==> src/hw/rtl/bpfa_pkg.sv <==
// Package with constants, codes and types of the bitmap page frame allocator.
`timescale 1ns / 1ps

package bpfa_pkg;

	localparam int MAX_PAGES  = 4096;
	localparam int PAGE_W     = $clog2(MAX_PAGES);
	localparam int CNT_W      = 13;
	localparam int ADDR_W     = 32;
	localparam int PAGE_SHIFT = 12;
	localparam int FPAGE_W    = ADDR_W - PAGE_SHIFT;
	localparam int SPAN_W     = FPAGE_W + 1;
	localparam int WORD_W     = 64;
	localparam int OFS_W      = $clog2(WORD_W);
	localparam int NUM_WORDS  = MAX_PAGES / WORD_W;
	localparam int WIDX_W     = $clog2(NUM_WORDS);
	localparam int RUN_W      = CNT_W + 1;
	localparam int POP_W      = OFS_W + 1;
	localparam int CMD_W      = 2;
	localparam int STS_W      = 3;

	localparam logic [CMD_W-1:0] CMD_INIT  = 2'd0;
	localparam logic [CMD_W-1:0] CMD_ALLOC = 2'd1;
	localparam logic [CMD_W-1:0] CMD_FREE  = 2'd2;
	localparam logic [CMD_W-1:0] CMD_NOP   = 2'd3;

	localparam logic [STS_W-1:0] STS_OK    = 3'd0;
	localparam logic [STS_W-1:0] STS_ZERO  = 3'd1;
	localparam logic [STS_W-1:0] STS_FEW   = 3'd2;
	localparam logic [STS_W-1:0] STS_NORUN = 3'd3;
	localparam logic [STS_W-1:0] STS_NULL  = 3'd4;
	localparam logic [STS_W-1:0] STS_INV   = 3'd5;
	localparam logic [STS_W-1:0] STS_DBL   = 3'd6;

	typedef struct packed {
		logic              clear;
		logic              page0;
		logic              rd_en;
		logic [WIDX_W-1:0] rd_addr;
		logic              wr_en;
		logic [WIDX_W-1:0] wr_addr;
		logic [WORD_W-1:0] wr_data;
	} map_req_t;

	typedef struct packed {
		logic [WIDX_W-1:0] word_idx;
		logic [OFS_W-1:0]  lo;
		logic [OFS_W-1:0]  hi;
		logic              set_op;
		logic [CNT_W-1:0]  total;
		logic [CNT_W-1:0]  count;
		logic [CNT_W-1:0]  run_in;
	} wu_ctl_t;

	typedef struct packed {
		logic [WORD_W-1:0] new_word;
		logic [POP_W-1:0]  pop;
		logic              any_free;
		logic              hit;
		logic [OFS_W-1:0]  hit_pos;
		logic [RUN_W-1:0]  run_out;
	} wu_res_t;

endpackage

==> src/hw/rtl/bpfa_map.sv <==
// Used-page map storage: one word memory with per-row valid bits standing in for clearing.
`timescale 1ns / 1ps

module bpfa_map (
	input  logic                                   clk,
	input  logic                                   arst_n,
	input  bpfa_pkg::map_req_t                     req,
	output logic [bpfa_pkg::WORD_W-1:0]            rd_data
);
	import bpfa_pkg::*;

	logic [WORD_W-1:0]    mem [0:NUM_WORDS-1];
	logic [NUM_WORDS-1:0] row_vld_q;
	logic                 page0_q;
	logic [WORD_W-1:0]    rd_raw_q;
	logic                 rd_vld_q;
	logic                 rd_row0_q;

	always_ff @(posedge clk) begin
		if (req.wr_en) begin
			mem[req.wr_addr] <= req.wr_data;
		end
		if (req.rd_en) begin
			rd_raw_q <= mem[req.rd_addr];
		end
	end

	// A row never written since the last init reads as the init image.
	always_ff @(posedge clk or negedge arst_n) begin
		if (!arst_n) begin
			row_vld_q <= '0;
			page0_q   <= 1'b1;
			rd_vld_q  <= 1'b0;
			rd_row0_q <= 1'b0;
		end else begin
			if (req.clear) begin
				row_vld_q <= '0;
				page0_q   <= req.page0;
			end else if (req.wr_en) begin
				row_vld_q[req.wr_addr] <= 1'b1;
			end
			if (req.rd_en) begin
				rd_vld_q  <= row_vld_q[req.rd_addr];
				rd_row0_q <= (req.rd_addr == '0);
			end
		end
	end

	assign rd_data = rd_vld_q ? rd_raw_q : {{(WORD_W-1){1'b0}}, rd_row0_q & page0_q};

endmodule

==> config.mk <==
export PLATFORM = sky130hd
export DESIGN_NAME = bpfa_map
export DESIGN_NICKNAME = d
export VERILOG_FILES = /design/src/hw/rtl/bpfa_pkg.sv /design/src/hw/rtl/bpfa_map.sv
export SDC_FILE = /design/constraint.sdc
export NUM_CORES = 2
export LEC_CHECK = 0
export ABC_AREA = 1
export BUFFER_PORTS_ARGS = -buffer_cell sky130_fd_sc_hd__buf_2
export CORE_ASPECT_RATIO = 1.2
export CORE_MARGIN = 3
export CORE_UTILIZATION = 30
export CTS_CLUSTER_DIAMETER = 100
export DETAILED_ROUTE_END_ITERATION = 7
export PLACE_DENSITY = 0.42
export SKIP_LAST_GASP = 1
export SYNTH_ARGS = -nofsm -noshare
export SYNTH_HDL_FRONTEND = slang
export SYNTH_SLANG_ARGS = --single-unit
==> constraint.sdc <==
create_clock -name clk -period 1.2 [get_ports clk]
set_input_delay 0.24 -clock clk [delete_from_list [all_inputs] [get_ports clk]]
set_output_delay 0.24 -clock clk [all_outputs]
set_load 0.03 [all_outputs]
==> results by group <==
Detailed routing
  – Initial DRC Count: between 10,000 and 15,000
  – 1st-pass router iterations: 6
  – # DRC: 0
  – Vias: about 110k
  – WL/cell: 29.0 um
  – Drt total wl: around 640 mm
  – ANT nets after route: 0
  – Via density: roughly 5.1

Clocking
  – Clock slew at reported path FFs: 0.06 ns
  – TritonCTS clock tree: yes
  – Root buffer cell: clkbuf_16
  – CTS Buffer Depth: 4
  – Later-pin clock latency in the skew report: a little over 1 ns
  – Clock sink count: 4,227
  – H-tree levels: 5
  – CTS buffer count: ~440

Timing
  – Max-slew violations: 0
  – Setup violators final: roughly 140
  – Fmax: between 300 and 400 MHz
  – Worst Setup Slack, final: -1.37 ns
  – Worst Max-Slew Pin Slew: 0.621 ns
  – Unrepaired setup endpoints after global routing: yes
  – Worst rel slew slack: 0.586
  – Final period util: 2.14
  – Post-layout min period: ~2.6 ns
  – Fin Setup TNS: -99.93 ns
  – Final Hold Vio Count: 0
  – Clock Skew: 0.0517 ns

Pwr
  – Power Dens Cells: about 1600 mW/mm^2
  – Clock Power Share: 0.422
  – Reg power frac: 0.501
  – Sw power: ~0.077 W
  – Gate power share: 0.077
  – Static Leak: approximately 71 nW
  – Max VDD drop: 1290 uV
  – Pint: 0.250 W
  – Sw frac: 0.236
  – Power Total: ~0.33 W

Layout
  – Area delta synth->final: 26.4%
  – Final Net Count: about 14,000
  – # fillers: approximately 53,000
  – Final core utilization: 0.382
  – Layout cell share with drive strength beyond 1: 0.186
  – Most common cell after layout, fill and taps aside: edfxtp_1
  – Reg area: approximately 0.13 mm^2
  – Area of the multi-input gates: about 0.037 mm^2
  – Most frequent cells in the layout: edfxtp_1, nor2_1, o21ai_0

GRT
  – Grt ovf: 0
  – Vias in the first global route: 110,209
  – Initial antenna violation count: 46
  – First-pass GRT wire length: ~880 mm
  – Pin count of the biggest net entering global routing: 77
  – GRT Total Usage: 0.219

Logic synthesis
  – Syn Nets: between 10,000 and 15,000
  – Sequential cell area fraction in the yosys report: 0.761
  – Mean Syn Cell Area: ~13 um^2
  – Yosys warns: 0
  – Post-Synthesis Cells: 12,901
  – Primary FF master, synth: edfxtp_1
  – Async set-reset flop share out of synthesis: 0.0159
  – Synth Cell Area: about 0.17 mm^2
  – Yosys reg bits: around 4,200
  – Synth unique cells: 25
  – EDFF count, synth: 4,160

Die
  – Initial Util: 0.302
  – Die Ht: ~800 um
  – Rows: about 300
  – Total I/O pin count: approximately 150
  – Die ar.: approximately 0.56 mm^2
  – Core area: ~0.55 mm^2
  – Die width: 686 um

Critical path
  – CP required: 0.96 ns
  – Most frequent CP cell: buf_16
  – Crit start category: flop
  – CP Data Arrival Time: between 2 and 2.5 ns
  – Kind of critical path: flop to output pin
  – Buffers & Inverters on Critical Path: 4
  – Critical Path End Type: output pin
  – Max stage delay on crit path: approximately 0.53 ns
  – CP max stage cell: dfrtp_4
  – Crit path max fanout: 8
  – CP cell instances: buf_16 -> buf_16 -> nand2_4 -> inv_2 -> buf_6
  – Top delay family on crit path: buffers and inverters

Placement
  – Post-DP HPWL: 413 mm
  – # port buffers: between 100 and 150
  – Placer Congestion: ~0.81

Hold path
  – Hold Path Class: input port to flop

Run
  – Max-cap violations: 0

Run status
  – Status: complete, but fails checks
  – Failing checks: setup timing
## cell families (layout without fill, tap and decap cells)
kind of cell	Yosys count	count (layout)	synth area share
AND/OR/NAND/NOR	4293	4293	0.100
other	0	8	0
flip-flops	4227	4227	0.761
buffers and inverters	1130	2859	0.0287
AO/OA/AOI/OAI	3251	3251	0.110
## sequential cells by signal, summed over array words and instances (netlist names)
signal and flops:
rd_raw_q 64, rd_row0_q 1, row_vld_q 64, page0_q 1, mem 4096, rd_vld_q 1
## final timing paths
kind	from	to	slack [ns]	cells past startpoint
worst min-delay path	req[65]	mem[55][41]	0.01	7
worst max register to register	mem[40][21]	rd_raw_q[21]	-0.39	8
worst min register to register	row_vld_q[26]	row_vld_q[26]	0.49	2
max in group asynchronous	arst_n	rd_vld_q	0.37	4
min in group asynchronous	arst_n	row_vld_q[30]	0.17	3
worst max-delay path	rd_vld_q	rd_data[5]	-1.37	5
## stage by stage
| stage | setup WS, ns | cell area, um^2 | hold slack, ns | cells |
|---|---|---|---|---|
| finish | -1.37 | 210000 | 0.0149 | 21988 |
| global route | -1.43 | 210000 | 0.00963 | 21982 |
| CTS | -1.50 | 209000 | -0.0430 | 21972 |
| detailed placement | -1.36 | 193000 | 0.0623 | 21065 |
| global placement | -1.33 | 193000 | 0.0614 | 21065 |
| floorplan | -0.981 | 167000 | -0.0556 | 12901 |
## Yosys cell counts (all sizes together) (101+ instances only)
cell type	count	area, um^2
a21oi	171	856
a22oi	101	758
buf	389	1990
clkbuf	485	1820
edfxtp	4160	125000
inv	246	926
nand2	987	3700
nand3	408	2040
nor2	2880	10800
o211ai	512	3840
o21ai	2110	10600
o22ai	356	2230
## routing by layer
layer | GRT usage | share of wire | vias up
li1 | - | - | 49867
met1 | 0.306 | 0.44 | 58236
met2 | 0.366 | 0.48 | 3276
met3 | 0.0242 | 0.051 | 734
met4 | 0.0529 | 0.027 | 20
met5 | 0 | 0.00021 | -
## cell type report
cell class | instances | area share
flip-flops and latches | 4227 | 0.602
repair buffers | 1772 | 0.106
clock buffers | 551 | 0.0555
clock inverters | 280 | 0.0128
diodes | 8 | 0.0000952
well taps | 7350 | 0.0438
inverters | 256 | 0.00507
multi-input cells | 7544 | 0.175
## tightest hold or removal path: cells and delay by family
kind / cells / cell delay [ns]
buf+inv: 5 / 0.51
simple gates: 2 / 0.07
## power groups by stage
stage,logic [W],clock network [W],registers [W]
4_1_cts,0.0249,0.141,0.164
5_1_grt,0.0271,0.147,0.164
6_report,0.0251,0.138,0.164
2_1_floorplan,0.0101,0,0.167
3_3_place_gp,0.0242,0,0.167
3_5_place_dp,0.0242,0,0.167
## what timing repair did
| action | in CTS | in global routing |
|---|---|---|
| setup buffers | 0 | 7 |
| setup endpoints to repair | 129 | 203 |
| cloned | 0 | 11 |
| resized for setup | 303 | 346 |
| endpoints found under the hold margin | 4376 | 10 |
| hold buffers | 83 | 5 |
| pin swaps | 157 | 150 |
(Power assumes the default switching activity.)
